### src/rtl/pol_pkg.sv
`timescale 1ns / 1ps

package pol_pkg;

  // List geometry.
  localparam int CAPACITY = 64;
  localparam int IDX_W    = $clog2(CAPACITY);
  localparam int CNT_W    = IDX_W + 1;
  localparam int POS_W    = 8;
  localparam int WORD_W   = 32;

  // Action codes of an input word.
  typedef enum logic [1:0] {
    ACT_INSERT = 2'd0,
    ACT_REMOVE = 2'd1,
    ACT_GET    = 2'd2,
    ACT_FIND   = 2'd3
  } action_t;

  // Status codes of a result word.
  localparam logic [1:0] ST_OK        = 2'd0;
  localparam logic [1:0] ST_REJECT    = 2'd1;
  localparam logic [1:0] ST_NOT_FOUND = 2'd2;

  // Control broadcast from the sequencer to every cell.
  typedef struct packed {
    logic                     eval;
    logic                     ins_ok;
    logic                     rem_ok;
    logic [POS_W-1:0]         pos_m1;
    logic signed [WORD_W-1:0] value;
    logic [CNT_W-1:0]         count;
  } cell_ctl_t;

  // Sequencer phases.
  typedef enum logic [2:0] {
    PH_IDLE   = 3'b001,
    PH_EVAL   = 3'b010,
    PH_REPORT = 3'b100
  } phase_t;

endpackage

### src/rtl/pol_cell.sv
`timescale 1ns / 1ps

module pol_cell import pol_pkg::*; (
  input  logic                     clk,
  input  cell_ctl_t                ctl,
  input  logic [IDX_W-1:0]         idx,
  input  logic signed [WORD_W-1:0] prev_data,
  input  logic signed [WORD_W-1:0] next_data,
  output logic signed [WORD_W-1:0] data,
  output logic signed [WORD_W-1:0] pick,
  output logic                     hit
);

  logic [POS_W-1:0]         idx_ext;
  logic                     at_pos;
  logic                     above_pos;
  logic                     in_use;
  logic signed [WORD_W-1:0] data_next;

  // Position of this cell relative to the addressed entry.
  assign idx_ext   = {{(POS_W-IDX_W){1'b0}}, idx};
  assign at_pos    = (idx_ext == ctl.pos_m1);
  assign above_pos = (idx_ext > ctl.pos_m1);
  assign in_use    = ({1'b0, idx} < ctl.count);

  // Insert shifts entries at and above the position up by one; remove shifts down.
  always_comb begin
    data_next = data;
    if (ctl.ins_ok) begin
      if (at_pos) begin
        data_next = ctl.value;
      end else if (above_pos) begin
        data_next = prev_data;
      end
    end else if (ctl.rem_ok) begin
      if (at_pos || above_pos) begin
        data_next = next_data;
      end
    end
  end

  // The old word at the position and the compare flag are captured before the shift.
  always_ff @(posedge clk) begin
    if (ctl.eval) begin
      data <= data_next;
      pick <= at_pos ? data : '0;
      hit  <= in_use && (data == ctl.value);
    end
  end

endmodule

### config.mk
export PLATFORM = sky130hd
export DESIGN_NAME = pol_cell
export DESIGN_NICKNAME = d
export VERILOG_FILES = /design/src/rtl/pol_pkg.sv /design/src/rtl/pol_cell.sv
export SDC_FILE = /design/constraint.sdc
export NUM_CORES = 1
export LEC_CHECK = 0
export BUFFER_PORTS_ARGS = -buffer_cell sky130_fd_sc_hd__buf_2
export CAP_MARGIN = 20
export CORE_MARGIN = 2
export CORE_UTILIZATION = 30
export CTS_CLUSTER_DIAMETER = 120
export DETAILED_ROUTE_END_ITERATION = 8
export GPL_ROUTABILITY_DRIVEN = 0
export MAX_ROUTING_LAYER = met4
export PLACE_DENSITY_LB_ADDON = 0.3
export SLEW_MARGIN = 10
export SYNTH_ARGS = -nofsm -noshare
export SYNTH_HDL_FRONTEND = slang
export SYNTH_SLANG_ARGS = --single-unit
### constraint.sdc
create_clock -name clk -period 6.87 [get_ports clk]
set_clock_uncertainty 0.2 [all_clocks]
set_input_delay 0.687 -clock clk [delete_from_list [all_inputs] [get_ports clk]]
set_output_delay 0.687 -clock clk [all_outputs]
set_load 0.005 [all_outputs]
* Word-level counts from Yosys, hierarchy flattened
Index checks and enable logic that the tools add are counted.
** Word-level totals
- Register bits :: 65
- Input port bits :: 121
- Output and inout port bits :: 65
- Logic and storage cells :: 18
** Operators by class
- Order comparisons :: 2
- Equal/unequal tests :: 3
- Mux-type cells :: 5
- Reductions and logical operators :: 5
** Operators with widths (count)
- 32-bit two-way mux :: 5
- 32-bit == test :: 1
- 6-bit by 8-bit == test with 1-bit output :: 1
- 6-bit by 8-bit greater-than comparator with 1-bit output :: 1
- 6-bit by 7-bit less-than comparator with 1-bit output :: 1
- 4-bit AND reduction :: 1
- 2-bit nonzero test :: 2
- 3-bit by 1-bit != test with 1-bit output (second input constant) :: 1
- 1-bit logical AND :: 1
- 1-bit logical OR :: 1

* Logic depth before layout (Yosys ltp)
Gate-level depths: netlist (run 1).
- Depth in word-level cells :: 5
- Mapped depth :: 8

* Worst setup path after synthesis (run 1)
Ideal clock, no wire load.
- Kind :: input port to flip-flop
- From :: input idx[0]
- To :: register data[0], enable pin
- Setup time :: 512 ps
- Arrival :: 4727 ps
- Required time :: 6158 ps
- Setup slack :: 1431 ps
- Stages :: 7
- Path through :: inv_1 > ha_1 > nand2b_1 > a21o_1 > a21oi_1 > o21ai_0 > nor4b_1
** On the way
- Longest elaborated chain between the ends :: 4
- Elaborated cells between the ends (all ways) :: 6
- Those cells by class :: order compare (1); eq/ne (2); reduce/logical (3)
** Ends and longest elaborated chain
- start, declared :: RTL line pol_cell.sv:6 : input logic [IDX_W-1:0] idx,
- 6-bit by 8-bit greater-than comparator with 1-bit output or 6-bit by 8-bit == test with 1-bit output (tied branches) :: RTL line pol_cell.sv:23, pol_cell.sv:22
- 1-bit logical OR :: RTL line pol_cell.sv:36 : if (at_pos || above_pos) begin
- 2-bit nonzero test (no source line)
- 4-bit AND reduction (no source line) *
- end signal, assigned :: RTL line pol_cell.sv:45 : data <= data_next;
- end, declared :: RTL line pol_cell.sv:9 : output logic signed [WORD_W-1:0] data,
Mark *: on every way between the ends. The rest lies on a longest branch, timed or not.
A chain may end at the register's enable or synchronous reset.

* Worst setup path after layout (run 1)
- From :: input idx[5]
- To :: register data[18], data pin
** On the way
- Longest elaborated chain between the ends :: 3
** Ends and longest elaborated chain
- 6-bit by 8-bit == test with 1-bit output :: RTL line pol_cell.sv:22 : assign at_pos = (idx_ext == ctl.pos_m1);
- 32-bit two-way mux :: RTL line pol_cell.sv:30 : if (at_pos) begin
- 32-bit two-way mux :: RTL line pol_cell.sv:29 : if (ctl.ins_ok) begin
- named net data_next[18] :: RTL line pol_cell.sv:18 : logic signed [WORD_W-1:0] data_next;
The timed path passes the listed nets, and every way through them passes these cells.

==> qor.yml, run 1 <==
cells_and_area:
  n_antenna_cell: 0
  n_fill_cell: 1116
  layout.nets: 610
  sequential_cell_area_mm2: 0.00195
  syn_to_final_growth_pct: 38.7
  multi_input_comb_area_mm2: 0.00143
  share_of_post_route_cells_with_drive_strength_above_1_pct: 42.7
critical_path:
  worst_r2r_startpoint: "data[26]"
  critPathTopFamily: "buffers and inverters"
  critical_path.startpoint: "idx[5]"
  crit_type: "in2reg"
  cp_cell_sequence: "buf_2 > ha_1 > nand2_1 > nor4_4 > buf_4 > mux2i_1 > a21oi_1"
  worstPathMaxFanout: 38
  crit_slowest_cell: "buf_4"
  required_ns: 6.71
  critical_path.n_buffers_inverters: 2
  arr_time_crit_path_ns: 2.27
  cp_launch_type: "input port"
  crit_path_max_incr_delay_ns: 0.46
  worst_setup_path_end_kind: "register"
detailed_routing:
  dr_total_vias: 2835
  route.antenna.remaining_nets: 0
  routed_wire_length_per_instance_um: 14.5
  dr.pass1.iters: 4
  drc: 0
  route.final.wire_length_mm: 9.10
  drt_iter0_drc: 101
  viasPerCell: 4.53
clock_network:
  cts_sinks: 65
  cts.hold.buffers_added: 0
  cts_tree: "yes"
  cts.htree.levels: 3
  cts.root.buffer_cell: "clkbuf_16"
  cts_max_path_buffers: 2
  worst_skew_pair.late_latency_ns: 0.32
  ctsResizeCount: 0
  total_setup_buffers_inserted_after_cts: 0
  cts-buffers-inserted: 9
  path_clk_slew_ns: 0.05
outcome:
  run_status: "finished, final reports clean"
logic_synthesis:
  ys.warnings.count: 0
  synth_cells: 291
  net_count_after_synthesis: 423
  avgSynthCellArea_um2: 12.1
  post_synth_cell_types: 25
  syn-cell-area_mm2: 0.00351
  ys_ff_latch: 65
  synth-seq-area-share_pct: 55.5
power:
  vdd_drop_max_uv: 101
  power.static_leakage_nw: 2.18
  power_w: 0.00105
  power_density_mw_per_mm2: 215
sta:
  timing_max_transition_violations_final: 0
  timing_worst_slew_pin_value_ns: 0.797
  grt_setup_unrepaired: "no"
  fmaxAchievable_mhz: 411
  max_slew_margin_pct: 46.9
  tns_ns: 0
  finalHoldViolCount: 0
  layout_min_cycle_time_ns: 2.43
  finalHoldWorstSlack_ns: 0.400
  setup_viol_count_final: 0
  layout_worst_path_cycle_share_pct: 35.4
hold_path:
  hold_path.class: "reg2reg"
  timing.hold.worst.start: "data[16]"
grt:
  grt_pass1_wl_mm: 13.9
  total_routing_usage_reported_by_global_routing_pct: 14.7
  top_usage_layer: "met2"
  grt_overflow_total: 0
  maximum_number_of_pins_on_one_net_before_global_route_repair: 66
  global_routing_usage_on_met1_pct: 18.0
  initial_antenna_violation_count: 0
  gr-usage-met2_pct: 24.2
  met3_track_demand_over_resource_pct: 3.78
  vias_in_the_first_global_route: 2777
die:
  initial_core_util_pct: 30.8
  design.core.area_mm2: 0.0114
  num_rows: 39
  fp.dieW_um: 112
  die_area_mm2: 0.0126
  top_level_ports: 186
  chipHeight_um: 112
placed_design:
  port_buffers: 185
  detailedPlacementHpwl_mm: 7.11
run:
  cap_viol_max_count: 0
-- power by group --
part	total, W	internal (W)	switching (W)	leakage [nW]
logic	0.000117	0.0000575	0.0000598	1.38
registers	0.000457	0.000450	0.00000627	0.653
clock network	0.000475	0.000315	0.000160	0.144
total	0.00105	0.000823	0.000226	2.18
-- cell usage in the layout, fill, tap and decap left out, types with 2 or more instances in the layout --
cell type     n
nand2b_1      2
nor2_1       32
o21ai_0       2
and2_1       32
clkinvlp_4    2
xor2_1       32
inv_1        11
clkinv_1      2
bufinv_16     2
nor4_1        8
buf_4         5
a21o_1        3
ha_1         11
nand4_1       3
a21oi_1      35
buf_2       185
edfxtp_1     65
clkbuf_16     9
mux2i_1      32
-- cells by family after synthesis --
| kind of cell | count (synthesis) | synth area share, % |
|---|---|---|
| fa+ha+maj | 11 | 3.92 |
| buf+inv | 25 | 4.27 |
| flops | 65 | 55.5 |
| mux | 32 | 9.11 |
| xor+xnor | 32 | 7.97 |
| compound gates | 43 | 6.52 |
| simple gates | 83 | 12.7 |
-- layer usage --
layer / up-vias / part of all wire (%)
met5: - / 0
met4: 0 / 1.1
met3: 9 / 6.2
met2: 103 / 49
met1: 1301 / 43
li1: 1422 / -
-- layout make-up --
type / instances / area share (%)
Sequential cell: 65 / 40.0
Multi-Input combinational cell: 201 / 29.3
Timing Repair Buffer: 190 / 19.8
Clock buffer: 10 / 4.70
Tap cell: 143 / 3.67
Clock inverter: 6 / 1.69
Inverter: 11 / 0.847
-- worst paths after layout --
check | to | slack [ns] | cells past startpoint
max | data[18] | 4.44 | 7
min | pick[16] | 0.40 | 1
max reg2reg | hit | 4.86 | 4
min reg2reg | pick[16] | 0.40 | 1
-- cells in the mapped netlist, drive strengths merged --
cell type	count	area, um2
nand3	1	5.00
ha	11	138
o21ai	2	10.0
nand4	3	18.8
and2	32	200
o22ai	1	6.26
a21oi	35	175
nor3	1	5.00
inv	11	41.3
nor2	32	120
a31oi	1	6.26
a21o	4	31.3
nor4b	1	8.76
nand2	1	3.75
nand4b	1	8.76
buf	4	71.3
nand2b	2	12.5
edfxtp	65	1950
nor4	9	62.6
mux2i	32	320
clkbuf	10	37.5
xor2	32	280
-- registers in the layout (all words and copies together) (netlist names) --
| signal | count |
|---|---|
| hit | 1 |
| data | 32 |
| pick | 32 |
-- per-stage QoR --
stage	setup slack (ns)	utilization [%]	cell area, um2	cells
5_1_grt	4.27	42.7	4870	626
4_1_cts	4.43	42.7	4870	626
6_report	4.44	42.7	4870	626
2_1_floorplan	1.43	-	3510	291
3_3_place_gp	4.13	40.0	4560	610
3_5_place_dp	4.09	40.0	4560	610
Power figures use the tool's default switching activity.
==> run 2, diff against run 1 <==
--- a/config.mk
+++ b/config.mk
@@ -5,6 +5,7 @@
 export SDC_FILE = /design/constraint.sdc
 export NUM_CORES = 1
 export LEC_CHECK = 0
+export ABC_AREA = 1
 export BUFFER_PORTS_ARGS = -buffer_cell sky130_fd_sc_hd__buf_2
 export CAP_MARGIN = 20
 export CORE_MARGIN = 2
==> constraint.sdc (replaced) <==
create_clock -name clk -period 2.4 [get_ports clk]
set_clock_uncertainty 0.2 [all_clocks]
set_input_delay 0.24 -clock clk [delete_from_list [all_inputs] [get_ports clk]]
set_output_delay 0.24 -clock clk [all_outputs]
set_load 0.005 [all_outputs]
==> qor.yml, run 2 <==
outcome:
  run_status: "finished, final reports clean"
cells_and_area:
  n_fill_cell: 1310  # +17%
  finish.utilization_pct: 41.9  # -0.77 points
  final-instance-count-excl-fill: 834  # +33%
  layout.cells.most_common: "buf_2"
  share_of_post_route_cells_with_drive_strength_above_1_pct: 33.8  # -8.8 points
  finish.instance_area_mm2: 0.00523  # +7.2%
  layout.nets: 789  # +29%
  syn_to_final_growth_pct: 37.9
  layout_top_registers: "data (32), pick (32), hit (1)"
  mostFrequentLayoutCells: "buf_2, nand2_1, nor2_1, inv_1, edfxtp_1"
  n_antenna_cell: 0  # unchanged
die:
  die_area_mm2: 0.0135  # +7.5%
  num_rows: 41  # +5.1%
  design.core.area_mm2: 0.0125  # +9.2%
  fp.dieW_um: 116  # +3.7%
  initial_core_util_pct: 30.4  # -0.39 points
  top_level_ports: 186  # unchanged
  chipHeight_um: 116  # +3.7%
detailed_routing:
  route.final.wire_length_mm: 11.8  # +30%
  wl_met1_mm: 5.24  # +32%
  drc: 0  # unchanged
  maxUsedRoutingLayer: "met4"
  routed_wire_length_per_instance_um: 14.1  # -2.7%
  dr.pass1.iters: 4  # unchanged
  detailroute.wirelength.met3_um: 681  # +21%
  viasPerCell: 4.33  # -4.4%
  dr_wl_met2_mm: 5.71  # +28%
  route.antenna.remaining_nets: 0  # unchanged
  drt_iter0_drc: 193  # +91%
  dr_total_vias: 3611  # +27%
clock_network:
  cts-buffers-inserted: 9  # unchanged
  worst_skew_pair.late_latency_ns: 0.33  # about the same
  cts_tree: "yes"
  cts.htree.levels: 3  # unchanged
  ctsResizeCount: 0  # unchanged
  total_setup_buffers_inserted_after_cts: 0  # unchanged
  cts.hold.buffers_added: 0  # unchanged
  cts.root.buffer_cell: "clkbuf_16"
  cts_max_path_buffers: 2  # unchanged
  cts_sinks: 65  # unchanged
  path_clk_slew_ns: 0.05  # about the same
logic_synthesis:
  synth_common_cells: "nand2_1, nor2_1, inv_1, edfxtp_1, a21oi_1"
  synth_top_cells_by_area: "edfxtp_1, nand2_1, nor2_1, a21oi_1, inv_1"
  netlist.top_cell.by_area: "edfxtp_1"
  synth-seq-area-share_pct: 51.5  # -4.0 points
  synth_fa_ha_area_share_pct: 3.63  # -0.28 points
  yosys.area_share.simple_pct: 22.1  # +9.4 points
  top_reg_cell_synth: "edfxtp_1"
  net_count_after_synthesis: 599  # +42%
  ys_ff_latch: 65  # unchanged
  synth_xor_area_share_pct: 1.16  # -6.8 points
  synthMostInstantiatedCell: "nand2_1"
  post_synth_cell_types: 21  # -16%
  synth_cells: 467  # +60%
  synth_mux_area_share_pct: 0  # -9.1 points
  synth-edff-count: 65  # unchanged
  synth_compound_area_share_pct: 11.1  # +4.6 points
  async_flop_share_pct: 0  # unchanged
  ys.warnings.count: 0  # unchanged
  synth_top_family_by_area: "simple AND/OR/NAND/NOR gates"
  syn-cell-area_mm2: 0.00379  # +7.8%
  synth_top_cell_area_share_pct: 51.5  # -4.0 points
  avgSynthCellArea_um2: 8.11  # -33%
hold_path:
  hold_path.class: "in2reg"
power:
  power.static_leakage_nw: 2.65  # +21%
  sw_power_w: 0.000718  # +220%
  power_density_mw_per_mm2: 590  # +170%
  netSwitchingFraction_pct: 23.3  # +1.7 points
  power_frac_clock_pct: 44.8  # -0.5 points
  internal-power_w: 0.00237  # +190%
  vdd_drop_max_uv: 271  # +170%
  seq_power_share_pct: 42.6  # -0.9 points
  combPwrFrac_pct: 12.6  # +1.4 points
placed_design:
  dpl.cell_count: 818  # +34%
  detailedPlacementHpwl_mm: 9.22  # +30%
  port_buffers: 185  # unchanged
  placed_cell_area_mm2: 0.00492  # +7.7%
  pre_cts_slack_ns: 0.305  # -3.79 ns
sta:
  tns_ns: 0  # unchanged
  fmaxAchievable_mhz: 574
  timing_worst_slew_pin_value_ns: 0.756  # -0.0407 ns
  layout_worst_path_cycle_share_pct: 72.6
  max_slew_margin_pct: 49.5  # +2.7 points
  layout_min_cycle_time_ns: 1.74
  grt_setup_unrepaired: "no"
  timing_max_transition_violations_final: 0  # unchanged
  setup_viol_count_final: 0  # unchanged
  finalHoldViolCount: 0  # unchanged
  final.setup.worst_slack_ns: 0.658  # -3.78 ns
critical_path:
  crit_path_max_incr_delay_ns: 0.34  # -0.12 ns
  crit_slowest_cell: "buf_4"
  worstPathMaxFanout: 32  # -16%
  critical_path.n_buffers_inverters: 3  # +1
  required_ns: 2.36  # -4.35 ns
  worst-r2r-setup-slack_ns: 0.89  # -3.97 ns
  crit_type: "in2reg"
  timing.critical_path.mode_cell: "nand2_1"
  cp_launch_type: "input port"
  cp_cell_sequence: "buf_2 > ha_1 > nand2_1 > nor3_2 > nand2_2 > inv_2 > buf_4 > nand2_1 > a21oi_1"
  critPathTopFamily: "buffers and inverters"
  worst_setup_path_end_kind: "register"
  arr_time_crit_path_ns: 1.70  # -0.57 ns
grt:
  initial_antenna_violation_count: 0  # unchanged
  vias_in_the_first_global_route: 3435  # +24%
  grt_pass1_wl_mm: 17.4  # +24%
  maximum_number_of_pins_on_one_net_before_global_route_repair: 42  # -36%
  grt_overflow_total: 0  # unchanged
  total_routing_usage_reported_by_global_routing_pct: 17.8  # +3.1 points
run:
  cap_viol_max_count: 0  # unchanged
==> run 2: cell count changes after synthesis, moves of 5 or more <==
cell      previous run  this run
nand2_1              1       127
buf_2                0         6
nor2_1              32        86
clkbuf_1            10         3
xor2_1              32         1
buf_6                1         6
a21oi_1             35        59
inv_1               11        73
a21oi_2              0        10
nor4_1               8         0
mux2i_1             32         0
and2_1              32         0
==> run 2: worst paths after layout <==
path	start	cells past startpoint	end
hold / removal	next_data[25]	3	data[25]
setup reg to reg	data[30]	5	hit
hold reg to reg	data[8]	2	pick[8]
setup / recovery	idx[5]	9	data[12]
==> run 2: tightest hold or removal path, cell delays in order <==
cell	delay, ns
buf_2	0.07
nor2_1	0.03
a21oi_1	0.09
==> run 2: power groups by stage <==
stage	clock [W]	combinational (W)	sequential (W)
after floorplan	0	0.000167	0.00134
after global placement	0	0.000387	0.00134
after detailed placement	0	0.000395	0.00134
after CTS	0.00141	0.000397	0.00131
after global routing	0.00146	0.000442	0.00132
final	0.00138	0.000389	0.00131
==> run 2: metrics by stage <==
step	hold slack, ns	power [W]
5_1_grt	0.0222	0.00322
2_1_floorplan	0.152	0.00150
4_1_cts	0.0167	0.00312
3_3_place_gp	0.358	0.00172
6_report	0.0236	0.00308
3_5_place_dp	0.365	0.00173
==> run 2: logic make-up after synthesis <==
family	Yosys count
AOI/OAI and AO/OA	76
xor gates and xnor gates	5
adders and majority gates	11
buffers and inverters	91
DFF	65
and+or+nand+nor	219
==> run 2: area by class of cell <==
cell class | instances | area (um2) | share of cell area (%)
clock buffer | 9 | 225 | 4.31
clock inverter | 7 | 85.1 | 1.63
inverter | 74 | 278 | 5.31
multi-input combinational | 311 | 1450 | 27.7
sequential | 65 | 1950 | 37.3
tap | 172 | 215 | 4.12
timing repair buffer | 196 | 1020 | 19.5
==> run 2: per-layer routing <==
metal / GRT usage (%) / vias up
met3: 3.32 / 13
met4: 5.87 / 0
met1: 22.2 / 1623
met5: - / -
met2: 29.3 / 115
li1: - / 1860
